--- src/design/pulse_width_frame_receiver_assert.svh ---
// ----------------------------------------------------------------------------
// pulse_width_frame_receiver_assert
// assertion macros shared by the pulse width frame receiver
// ----------------------------------------------------------------------------
`ifndef PULSE_WIDTH_FRAME_RECEIVER_ASSERT_SVH
`define PULSE_WIDTH_FRAME_RECEIVER_ASSERT_SVH

// antecedent holds, consequent holds in the same cycle
`define PWFR_ASSERT_SAME(label, clk, rst, ante, cons) \
   label: assert property (@(posedge clk) disable iff (rst) (ante) |-> (cons)) \
      else $error("pwfr assertion failed");

// antecedent holds, consequent holds in the next cycle
`define PWFR_ASSERT_NEXT(label, clk, rst, ante, cons) \
   label: assert property (@(posedge clk) disable iff (rst) (ante) |=> (cons)) \
      else $error("pwfr assertion failed");

`endif

--- src/design/pwfr_pkg.sv ---
// ----------------------------------------------------------------------------
// pwfr_pkg
// types and constants of the pulse width frame receiver
// ----------------------------------------------------------------------------
package pwfr_pkg;

   localparam int FRAME_BITS_DEF  = 16;
   localparam int COUNT_WIDTH_DEF = 16;
   localparam int WORD_WIDTH      = 16;
   localparam int CSR_ADDR_WIDTH  = 2;
   localparam int CSR_DATA_WIDTH  = 16;

   localparam logic [15:0] RESET_LOW_LIMIT_RST  = 16'd1000;
   localparam logic [11:0] START_HIGH_LIMIT_RST = 12'd30;
   localparam logic [11:0] BIT_HIGH_LIMIT_RST   = 12'd40;
   localparam logic [11:0] ONE_THRESHOLD_RST    = 12'd20;

   typedef enum logic [CSR_ADDR_WIDTH-1:0] {
      CSR_RESET_LOW_LIMIT  = 2'd0,
      CSR_START_HIGH_LIMIT = 2'd1,
      CSR_BIT_HIGH_LIMIT   = 2'd2,
      CSR_ONE_THRESHOLD    = 2'd3
   } csr_index_type;

   typedef enum logic [1:0] {
      FAIL_RESET_LOW  = 2'd0,
      FAIL_START_HIGH = 2'd1,
      FAIL_BIT_HIGH   = 2'd2
   } fail_phase_type;

   typedef enum logic [2:0] {
      PH_IDLE       = 3'd0,
      PH_RESET_LOW  = 3'd1,
      PH_START_HIGH = 3'd2,
      PH_BIT_LOW    = 3'd3,
      PH_BIT_HIGH   = 3'd4,
      PH_END_LOW    = 3'd5
   } phase_type;

   typedef struct packed {
      logic [15:0] reset_low_limit;
      logic [11:0] start_high_limit;
      logic [11:0] bit_high_limit;
      logic [11:0] one_threshold;
   } cfg_type;

   typedef struct packed {
      logic                  valid;
      logic [WORD_WIDTH-1:0] frame_word;
      logic                  frame_failed;
      fail_phase_type        fail_phase;
   } result_type;

endpackage

--- src/design/pwfr_decoder.sv ---
// ----------------------------------------------------------------------------
// pwfr_decoder
// frame state machine, tick counter and bit shifter, one line sample per step
// ----------------------------------------------------------------------------
module pwfr_decoder
   import pwfr_pkg::*;
#(
   parameter int FRAME_BITS  = FRAME_BITS_DEF,
   parameter int COUNT_WIDTH = COUNT_WIDTH_DEF
) (
   input  logic       clock,
   input  logic       reset,
   input  logic       step,
   input  logic       line_level,
   input  cfg_type    cfg,
   output result_type result
);

   localparam int CMP_WIDTH  = (COUNT_WIDTH > 16) ? COUNT_WIDTH : 16;
   localparam int BITS_WIDTH = $clog2(FRAME_BITS + 1);
   localparam logic [COUNT_WIDTH-1:0] CNT_MAX = '1;
   localparam logic [COUNT_WIDTH-1:0] CNT_ONE = COUNT_WIDTH'(1);
   localparam logic [BITS_WIDTH-1:0]  LAST_BIT = BITS_WIDTH'(FRAME_BITS - 1);

   phase_type              phase_ff, phase_in;
   logic [COUNT_WIDTH-1:0] count_ff, count_in;
   logic [BITS_WIDTH-1:0]  bits_ff, bits_in;
   logic [FRAME_BITS-1:0]  shift_ff, shift_in;

   logic [COUNT_WIDTH-1:0] count_inc;
   logic [CMP_WIDTH-1:0]   inc_w, one_w, cur_w;
   logic [CMP_WIDTH-1:0]   rl_w, sl_w, bl_w, th_w;

   always_ff @(posedge clock) begin
      if (reset) begin
         phase_ff <= PH_IDLE;
         count_ff <= '0;
         bits_ff  <= '0;
         shift_ff <= '0;
      end else if (step) begin
         phase_ff <= phase_in;
         count_ff <= count_in;
         bits_ff  <= bits_in;
         shift_ff <= shift_in;
      end
   end

   always_comb begin
      count_inc = (count_ff == CNT_MAX) ? count_ff : count_ff + CNT_ONE;
      inc_w = CMP_WIDTH'(count_inc);
      one_w = CMP_WIDTH'(CNT_ONE);
      cur_w = CMP_WIDTH'(count_ff);
      rl_w  = CMP_WIDTH'(cfg.reset_low_limit);
      sl_w  = CMP_WIDTH'(cfg.start_high_limit);
      bl_w  = CMP_WIDTH'(cfg.bit_high_limit);
      th_w  = CMP_WIDTH'(cfg.one_threshold);

      phase_in            = phase_ff;
      count_in            = count_ff;
      bits_in             = bits_ff;
      shift_in            = shift_ff;
      result.valid        = 1'b0;
      result.frame_word   = '0;
      result.frame_failed = 1'b0;
      result.fail_phase   = FAIL_RESET_LOW;

      unique case (phase_ff)
         PH_IDLE: begin
            if (!line_level) begin
               phase_in = PH_RESET_LOW;
               count_in = CNT_ONE;
               bits_in  = '0;
               shift_in = '0;
               if (one_w > rl_w) begin
                  phase_in            = PH_IDLE;
                  count_in            = '0;
                  result.valid        = 1'b1;
                  result.frame_failed = 1'b1;
                  result.fail_phase   = FAIL_RESET_LOW;
               end
            end
         end
         PH_RESET_LOW: begin
            if (!line_level) begin
               count_in = count_inc;
               if (inc_w > rl_w) begin
                  phase_in            = PH_IDLE;
                  count_in            = '0;
                  result.valid        = 1'b1;
                  result.frame_failed = 1'b1;
                  result.fail_phase   = FAIL_RESET_LOW;
               end
            end else begin
               phase_in = PH_START_HIGH;
               count_in = CNT_ONE;
               if (one_w > sl_w) begin
                  phase_in            = PH_IDLE;
                  count_in            = '0;
                  result.valid        = 1'b1;
                  result.frame_failed = 1'b1;
                  result.fail_phase   = FAIL_START_HIGH;
               end
            end
         end
         PH_START_HIGH: begin
            if (line_level) begin
               count_in = count_inc;
               if (inc_w > sl_w) begin
                  phase_in            = PH_IDLE;
                  count_in            = '0;
                  result.valid        = 1'b1;
                  result.frame_failed = 1'b1;
                  result.fail_phase   = FAIL_START_HIGH;
               end
            end else begin
               phase_in = PH_BIT_LOW;
               count_in = '0;
            end
         end
         PH_BIT_LOW: begin
            if (line_level) begin
               phase_in = PH_BIT_HIGH;
               count_in = CNT_ONE;
               if (one_w > bl_w) begin
                  phase_in            = PH_IDLE;
                  count_in            = '0;
                  result.valid        = 1'b1;
                  result.frame_failed = 1'b1;
                  result.fail_phase   = FAIL_BIT_HIGH;
               end
            end
         end
         PH_BIT_HIGH: begin
            if (line_level) begin
               count_in = count_inc;
               if (inc_w > bl_w) begin
                  phase_in            = PH_IDLE;
                  count_in            = '0;
                  result.valid        = 1'b1;
                  result.frame_failed = 1'b1;
                  result.fail_phase   = FAIL_BIT_HIGH;
               end
            end else begin
               shift_in = FRAME_BITS'({(cur_w > th_w), shift_ff} >> 1);
               bits_in  = bits_ff + BITS_WIDTH'(1);
               count_in = '0;
               phase_in = (bits_ff == LAST_BIT) ? PH_END_LOW : PH_BIT_LOW;
            end
         end
         PH_END_LOW: begin
            if (line_level) begin
               phase_in          = PH_IDLE;
               count_in          = '0;
               result.valid      = 1'b1;
               result.frame_word = WORD_WIDTH'(shift_ff);
            end
         end
         default: begin
            phase_in = PH_IDLE;
            count_in = '0;
         end
      endcase

      if (!step) begin
         result.valid = 1'b0;
      end
   end

endmodule

--- src/design/pulse_width_frame_receiver.sv ---
// ----------------------------------------------------------------------------
// pulse_width_frame_receiver
// decodes a single-wire pulse width frame from one line sample per tick
//
//   port group  dir  contents
//   req_*       in   line sample word, tdata[0] line_level
//   rsp_*       out  frame result word, tdata frame_word, tuser failure flags
//   csr_*       in   limit and threshold register writes
//
// one sample word is taken every cycle while req_tready is high; a result leaves in
// the cycle after the sample that completes or aborts a frame, through a single
// output register. req_tready drops only while that register holds a word rsp does
// not take. reset is synchronous and restores the register defaults and idle phase.
// ----------------------------------------------------------------------------
module pulse_width_frame_receiver
   import pwfr_pkg::*;
#(
   parameter int FRAME_BITS  = FRAME_BITS_DEF,
   parameter int COUNT_WIDTH = COUNT_WIDTH_DEF
) (
   input  logic                      clock,
   input  logic                      reset,
   input  logic                      req_tvalid,
   output logic                      req_tready,
   input  logic [7:0]                req_tdata,  // [0] line_level, [7:1] zero
   output logic                      rsp_tvalid,
   input  logic                      rsp_tready,
   output logic [WORD_WIDTH-1:0]     rsp_tdata,  // [15:0] frame_word
   output logic [2:0]                rsp_tuser,  // [0] frame_failed, [2:1] fail_phase
   input  logic                      csr_we,
   input  logic [CSR_ADDR_WIDTH-1:0] csr_addr,
   input  logic [CSR_DATA_WIDTH-1:0] csr_wdata
);

   cfg_type    cfg_ff;
   result_type result;
   logic       req_accept;

   logic                  rsp_valid_ff;
   logic [WORD_WIDTH-1:0] rsp_word_ff;
   logic [2:0]            rsp_user_ff;

   always_ff @(posedge clock) begin
      if (reset) begin
         cfg_ff.reset_low_limit  <= RESET_LOW_LIMIT_RST;
         cfg_ff.start_high_limit <= START_HIGH_LIMIT_RST;
         cfg_ff.bit_high_limit   <= BIT_HIGH_LIMIT_RST;
         cfg_ff.one_threshold    <= ONE_THRESHOLD_RST;
      end else if (csr_we) begin
         unique case (csr_index_type'(csr_addr))
            CSR_RESET_LOW_LIMIT:  cfg_ff.reset_low_limit  <= csr_wdata;
            CSR_START_HIGH_LIMIT: cfg_ff.start_high_limit <= csr_wdata[11:0];
            CSR_BIT_HIGH_LIMIT:   cfg_ff.bit_high_limit   <= csr_wdata[11:0];
            CSR_ONE_THRESHOLD:    cfg_ff.one_threshold    <= csr_wdata[11:0];
            default: ;
         endcase
      end
   end

   assign req_tready = !rsp_valid_ff || rsp_tready;
   assign req_accept = req_tvalid && req_tready;

   pwfr_decoder #(
      .FRAME_BITS  (FRAME_BITS),
      .COUNT_WIDTH (COUNT_WIDTH)
   ) u_decoder (
      .clock      (clock),
      .reset      (reset),
      .step       (req_accept),
      .line_level (req_tdata[0]),
      .cfg        (cfg_ff),
      .result     (result)
   );

   always_ff @(posedge clock) begin
      if (reset) begin
         rsp_valid_ff <= 1'b0;
      end else if (result.valid) begin
         rsp_valid_ff <= 1'b1;
      end else if (rsp_tready) begin
         rsp_valid_ff <= 1'b0;
      end
   end

   always_ff @(posedge clock) begin
      if (result.valid) begin
         rsp_word_ff <= result.frame_word;
         rsp_user_ff <= {result.fail_phase, result.frame_failed};
      end
   end

   assign rsp_tvalid = rsp_valid_ff;
   assign rsp_tdata  = rsp_word_ff;
   assign rsp_tuser  = rsp_user_ff;

`include "pulse_width_frame_receiver_assert.svh"

   `PWFR_ASSERT_SAME(a_result_needs_accept, clock, reset, result.valid, req_accept)
   `PWFR_ASSERT_SAME(a_failed_word_zero, clock, reset, rsp_tvalid && rsp_tuser[0], rsp_tdata == '0)
   `PWFR_ASSERT_SAME(a_success_phase_zero, clock, reset, rsp_tvalid && !rsp_tuser[0], rsp_tuser[2:1] == 2'd0)
   `PWFR_ASSERT_NEXT(a_result_registered, clock, reset, result.valid, rsp_tvalid)

endmodule

--- config.mk ---
export PLATFORM = sky130hd
export DESIGN_NAME = pulse_width_frame_receiver
export DESIGN_NICKNAME = d
export VERILOG_FILES = /design/src/design/pwfr_pkg.sv /design/src/design/pwfr_decoder.sv /design/src/design/pulse_width_frame_receiver.sv
export VERILOG_INCLUDE_DIRS = /design/src /design/src/design
export SDC_FILE = /design/constraint.sdc
export NUM_CORES = 1
export LEC_CHECK = 0
export BUFFER_PORTS_ARGS = -buffer_cell sky130_fd_sc_hd__buf_2
export CAP_MARGIN = 20
export CORE_MARGIN = 2
export CORE_UTILIZATION = 25
export DETAILED_ROUTE_END_ITERATION = 7
export SYNTH_ARGS = -nofsm -noshare
export SYNTH_HDL_FRONTEND = slang
export SYNTH_SLANG_ARGS = --single-unit
--- constraint.sdc ---
create_clock -name clock -period 13.6 [get_ports clock]
set_input_delay 1.36 -clock clock [delete_from_list [all_inputs] [get_ports clock]]
set_output_delay 1.36 -clock clock [all_outputs]
set_load 0.05 [all_outputs]
# Word-level counts from Yosys, hierarchy flattened
# Index checks and enable logic that the tools add are counted.
# totals
reg_bits	112
latchBits	0
mem_bits_rw	0
rom_bits	0
out_inout_bits	21
word_cells	114
n_memories	0
# op_classes
addsub	2
n_mul	0
div	0
magnitude_cmp	7
n_eq_ne	17
shift	0
n_mux	62
n_bitwise	0
n_reduce_logical	15
# ops
op	count
2-to-1 mux 16 bit	12
one-hot mux 16 bit (6 select lines)	1
2-to-1 mux 3 bit	22
> comparator 16 x 12 -> 1 bit	3
one-hot mux 16 bit (2 select lines)	1
> comparator 1 x 12 -> 1 bit, first input constant	2
2-to-1 mux 1 bit	18
one-hot mux 3 bit (6 select lines)	1
2-to-1 mux 17 bit	1
adder 16 x 1 -> 16 bit, second input constant	1
== test 16 bit, second input constant	1
> comparator 1 x 16 -> 1 bit, first input constant	1
> comparator 16 bit	1
one-hot mux 3 bit (5 select lines)	1
2-to-1 mux 5 bit	2
one-hot mux 5 bit (2 select lines)	1
AND reduction 2 bit	5
!= test 3 x 2 -> 1 bit, second input constant	3
!= test 2 bit, second input constant	4
AND reduction 4 bit	2
AND reduction 7 bit	1
== test 3 x 2 -> 1 bit, second input constant	2
== test 3 bit, second input constant	2
one-hot mux 1 bit (6 select lines)	1
other kinds (12)	14

# Longest topological paths before layout
# logic_depth
depth_word	8
mapped_depth	20
depth_no_buf	17

# By module
# A second synthesis with hierarchy kept.
# unflattened
cells_unflattened	726
hier_area_um2	6511.2
# by_module_without_submodules
module	instances	cells_per_inst	area_per_inst_um2
pwfr_decoder	1	502	3802.4
pulse_width_frame_receiver	1	224	2708.8

# Worst setup path after synthesis
# OpenSTA, ideal clock, no wires.
# synth_path
kind	reg2reg
from	reg u_decoder.count_ff[7]
to	reg rsp_word_ff[0], in the netlist rsp_tdata[0], enable pin
setup_ps	395
arrival_ps	4362
required_ps	13205
setup_slack_ps	8843
path_stages_with_launch	20
n_path_buf	4
path_cell_list	dfxtp_1 > buf_4 > nand3_2 > or4_1 > buf_2 > or3_1 > buf_6 > nand2_1 > or3_1 > buf_4 > nor3_1 > xor2_1 > ha_1 > nand4_1 > or3_1 > o221a_2 > o32ai_1 > a311o_1 > nor2_1 > nor2_1
# synth_rtl
item	line_no	rtl
from (decl)	pwfr_decoder.sv:26	logic [COUNT_WIDTH-1:0] count_ff, count_in;
from (signal assigned)	pwfr_decoder.sv:42	count_ff <= count_in;
to (signal assigned)	pulse_width_frame_receiver.sv:87	rsp_word_ff <= result.frame_word;
to (decl)	pulse_width_frame_receiver.sv:40	logic [WORD_WIDTH-1:0] rsp_word_ff;

==> metrics.csv <==
stage;metric;value;unit
run_status;status;completed;
timing;period_share;41.6;%
logic_synthesis;ys_ff_latch;112;
grt;grt_pass1_vias;4770;
worst_setup_path;regToRegStartpoint;u_decoder.count_ff[0];
timing;fin_ws;7.95;ns
worst_setup_path;r2r_cells;17;
cts;clkSinkCount;112;
logic_synthesis;yosys_warnings;0;
power;pwr_density_cell;97.3;mW/mm2
drt;wire_per_inst;14.0;um
finish;final_area;0.00692;mm2
timing;maxSlewViolCount;0;
logic_synthesis;synth_cells;755;
floorplan;start_util;25.2;%
timing;max_clock_freq;0.177;GHz
grt;antenna_found_initial;0;
finish;instances_no_fill;1106;
cts;hold_buffers;0;
power;cellInternalPower;0.493;mW
worst_setup_path;cp.required;13.70;ns
cts;cts_resized;0;
logic_synthesis;synth_cell_types;52;
worst_setup_path;worstPathMaxFanout;19;
finish;area_growth;13.3;%
place;routabilityCongestion;0.858;
cts;cts_tree;yes;
cts;cts_setup_buffers;0;
worst_setup_path;reg2reg_to;rsp_tdata[11];
logic_synthesis;synth.avg_cell_area;8.09;um2
timing;grt_setup_unrepaired;false;
power;pwr-share-comb;8.8;%
worst_hold_path;hold_depth;2;
place;place_hpwl;10.9;mm
logic_synthesis;synth-edff-count;19;
power;ir_drop;0.0000537;V
floorplan;die_h;160;um
place;dp.cells;1089;
floorplan;coreArea;0.0242;mm2
drt;drtIter0Drc;304;
power;p_switching;0.180;mW
worst_hold_path;hp-class;flop to flop;
timing;maxSlewHeadroom;25.9;%
worst_setup_path;worstSetupStartpointType;flop;
worst_setup_path;critPathArrivalTime;5.76;ns
drt;drt_drc_violations_left;0;
cts;h-tree-depth;3;
finish;diodes;0;
timing;whs;0.448;ns
logic_synthesis;synth-async-reset-ratio;0;%
place;preCtsSetupSlack;8.17;ns
cts;cts_buffers;9;
floorplan;die_w;160;um
drt;drt-pass1-iter-count;4;
cts;clk_latency;0.36;ns
timing;hold_viol_final;0;
power;p_leak;2.71;nW
drt;num_vias;5149;
worst_setup_path;worst-r2r-setup-slack;7.95;ns
grt;grtUsageMet3;2.31;%
worst_setup_path;worstSetupEndpointType;flop;
finish;nets;863;
finish;fill_cells;2626;
grt;grt_max_degree;84;
drt;finalWirelength;15.5;mm
grt;grt_use_met2;18.6;%
timing;tns;0;ns
drt;ant_nets;0;
logic_synthesis;synthFlopType;dfxtp_1;
grt;top_usage_layer;met2;
floorplan;rows;57;
power;p_seq_share;52.0;%
grt;groute.usage.overall;12.4;%
place;io_buffers;44;
timing;tightestPinTransition;1.10;ns
floorplan;die_area;0.0257;mm2
logic_synthesis;netlist_area;0.00610;mm2
grt;gr-usage-met1;18.1;%
timing;setup_viol;0;
grt;grt_pass1_wl;25.2;mm
place;place_area;0.00662;mm2
grt;overflow;0;
timing;finClkSkew;0.0118;ns
flow_run;max-cap-violations;0;
floorplan;ios;52;
worst_setup_path;worstSetupStartpoint;u_decoder.count_ff[0];
timing;final.min_clock_period;5.65;ns
worst_setup_path;cp-endpoint;rsp_tdata[11];
cts;ctsLongestPathBuffers;2;
cts;cts.clk_slew.worst_paths;0.08;ns
finish;drive_above_1_share;9.72;%
logic_synthesis;syn-num-nets;841;
power;p_clk_share;39.2;%
worst_setup_path;worstSetupPathType;flop to flop;
cts;cts-root-buf;clkbuf_16;
power;switching_share;26.8;%
drt;viasPerCell;4.66;
logic_synthesis;yosysSeqAreaShare;39.8;%
## state kept, by name, summed over array words and instances (netlist names)
signal              cells
cfg_ff                 52
rsp_tdata              16
u_decoder.count_ff     16
u_decoder.shift_ff     16
u_decoder.bits_ff       5
rsp_tuser               3
u_decoder.phase_ff      3
rsp_tvalid              1
## per-layer routing
layer / part of all wire [%] / wire length [um] / up-vias
met1: 51 / 7950 / 2350
met2: 42 / 6560 / 116
met5: 0 / 0 / -
li1: - / - / 2671
met3: 5.1 / 790 / 12
met4: 1.1 / 175 / 0
## power by group through the flow
stage               logic (mW)  registers [mW]  clock network, mW
floorplan               0.0420           0.354                  0
global placement        0.0578           0.357                  0
detailed placement      0.0587           0.357                  0
CTS                     0.0592           0.350              0.271
global route            0.0681           0.351              0.284
finish                  0.0594           0.350              0.264
## placed cells by master (no fill, tap or decap), drive strengths merged, types with 2 or more instances in the layout
master  instances
o21a            4
and3            6
or4             4
buf            50
nand2         146
ha             55
o41ai           2
mux2i           2
nor3b           4
nor4           14
nor2b           6
o31a            2
a31oi           2
a22o           10
o21ai          21
o211ai          5
nand3b          6
edfxtp         19
nand4          15
nor2           34
xor2            5
a211oi          3
a211o          10
or2             4
clkbuf         10
or3             9
nand2b          4
o22ai           2
mux2            2
dfxtp          93
a21oi          89
inv            65
and2           17
nand3          29
nor3           12
xnor2           8
## worst min path at each step
stage                            end                   from  slack (ns)
3_3_place_gp   u_decoder.shift_ff[0]  u_decoder.shift_ff[0]        0.44
3_5_place_dp   u_decoder.shift_ff[0]  u_decoder.shift_ff[0]        0.44
2_1_floorplan  u_decoder.shift_ff[0]  u_decoder.shift_ff[0]        0.43
4_1_cts        u_decoder.shift_ff[0]  u_decoder.shift_ff[0]        0.45
6_report       u_decoder.shift_ff[0]  u_decoder.shift_ff[0]        0.45
5_1_grt        u_decoder.shift_ff[0]  u_decoder.shift_ff[0]        0.48
## worst max-delay path, stage by stage (launching register included)
cell,delay [ns]
dfxtp_1,0.39
ha_1,0.27
nand2_1,0.07
or4_1,0.20
or3_1,0.32
nand2_1,0.14
or4_1,0.51
or2_1,0.29
xnor2_1,0.59
ha_1,0.38
a21oi_1,0.16
o21ai_0,0.09
o41ai_1,0.98
nand2_1,0.24
a311o_1,0.39
nor2_1,0.11
nor2_1,0.05
buf_4,0.21
## logic make-up after synthesis
| group | Yosys count | synth area share (%) |
|---|---|---|
| muxes | 4 | 0.697 |
| adders and majority gates | 55 | 11.3 |
| buffers and inverters | 100 | 6.44 |
| and+or+nand+nor | 312 | 24.2 |
| AOI/OAI and AO/OA | 159 | 15.7 |
| DFF | 112 | 39.8 |
| xor gates and xnor gates | 13 | 1.87 |
## synth_stat cells (12+ instances only)
cell type  count  area share (%)
a21oi_1       89             7.3
and2_1        17             1.7
clkbuf_1      34             2.1
dfxtp_1       93              30
edfxtp_1      19             9.3
ha_1          55              11
inv_1         61             3.8
nand2_1      146             9.0
nand3_1       28             2.3
nand4_1       15             1.5
nor2_1        34             2.1
nor3_1        12            0.98
nor4_1        14             1.4
o21ai_0       19             1.6
## cell type report
cell class | instances | area (um2) | area share [%]
flip-flops and latches | 112 | 2430 | 35.2
clock inverters | 6 | 58.8 | 0.850
inverters | 61 | 229 | 3.31
clock buffers | 10 | 229 | 3.31
repair buffers | 50 | 265 | 3.84
well taps | 324 | 405 | 5.86
multi-input cells | 543 | 3300 | 47.7
## stage by stage
stage / power (mW) / util, %
floorplan: 0.396 / -
global placement: 0.415 / 27.4
detailed placement: 0.416 / 27.4
CTS: 0.680 / 28.6
global route: 0.703 / 28.6
finish: 0.673 / 28.6
Note: power is estimated with default switching activity, not from simulation.
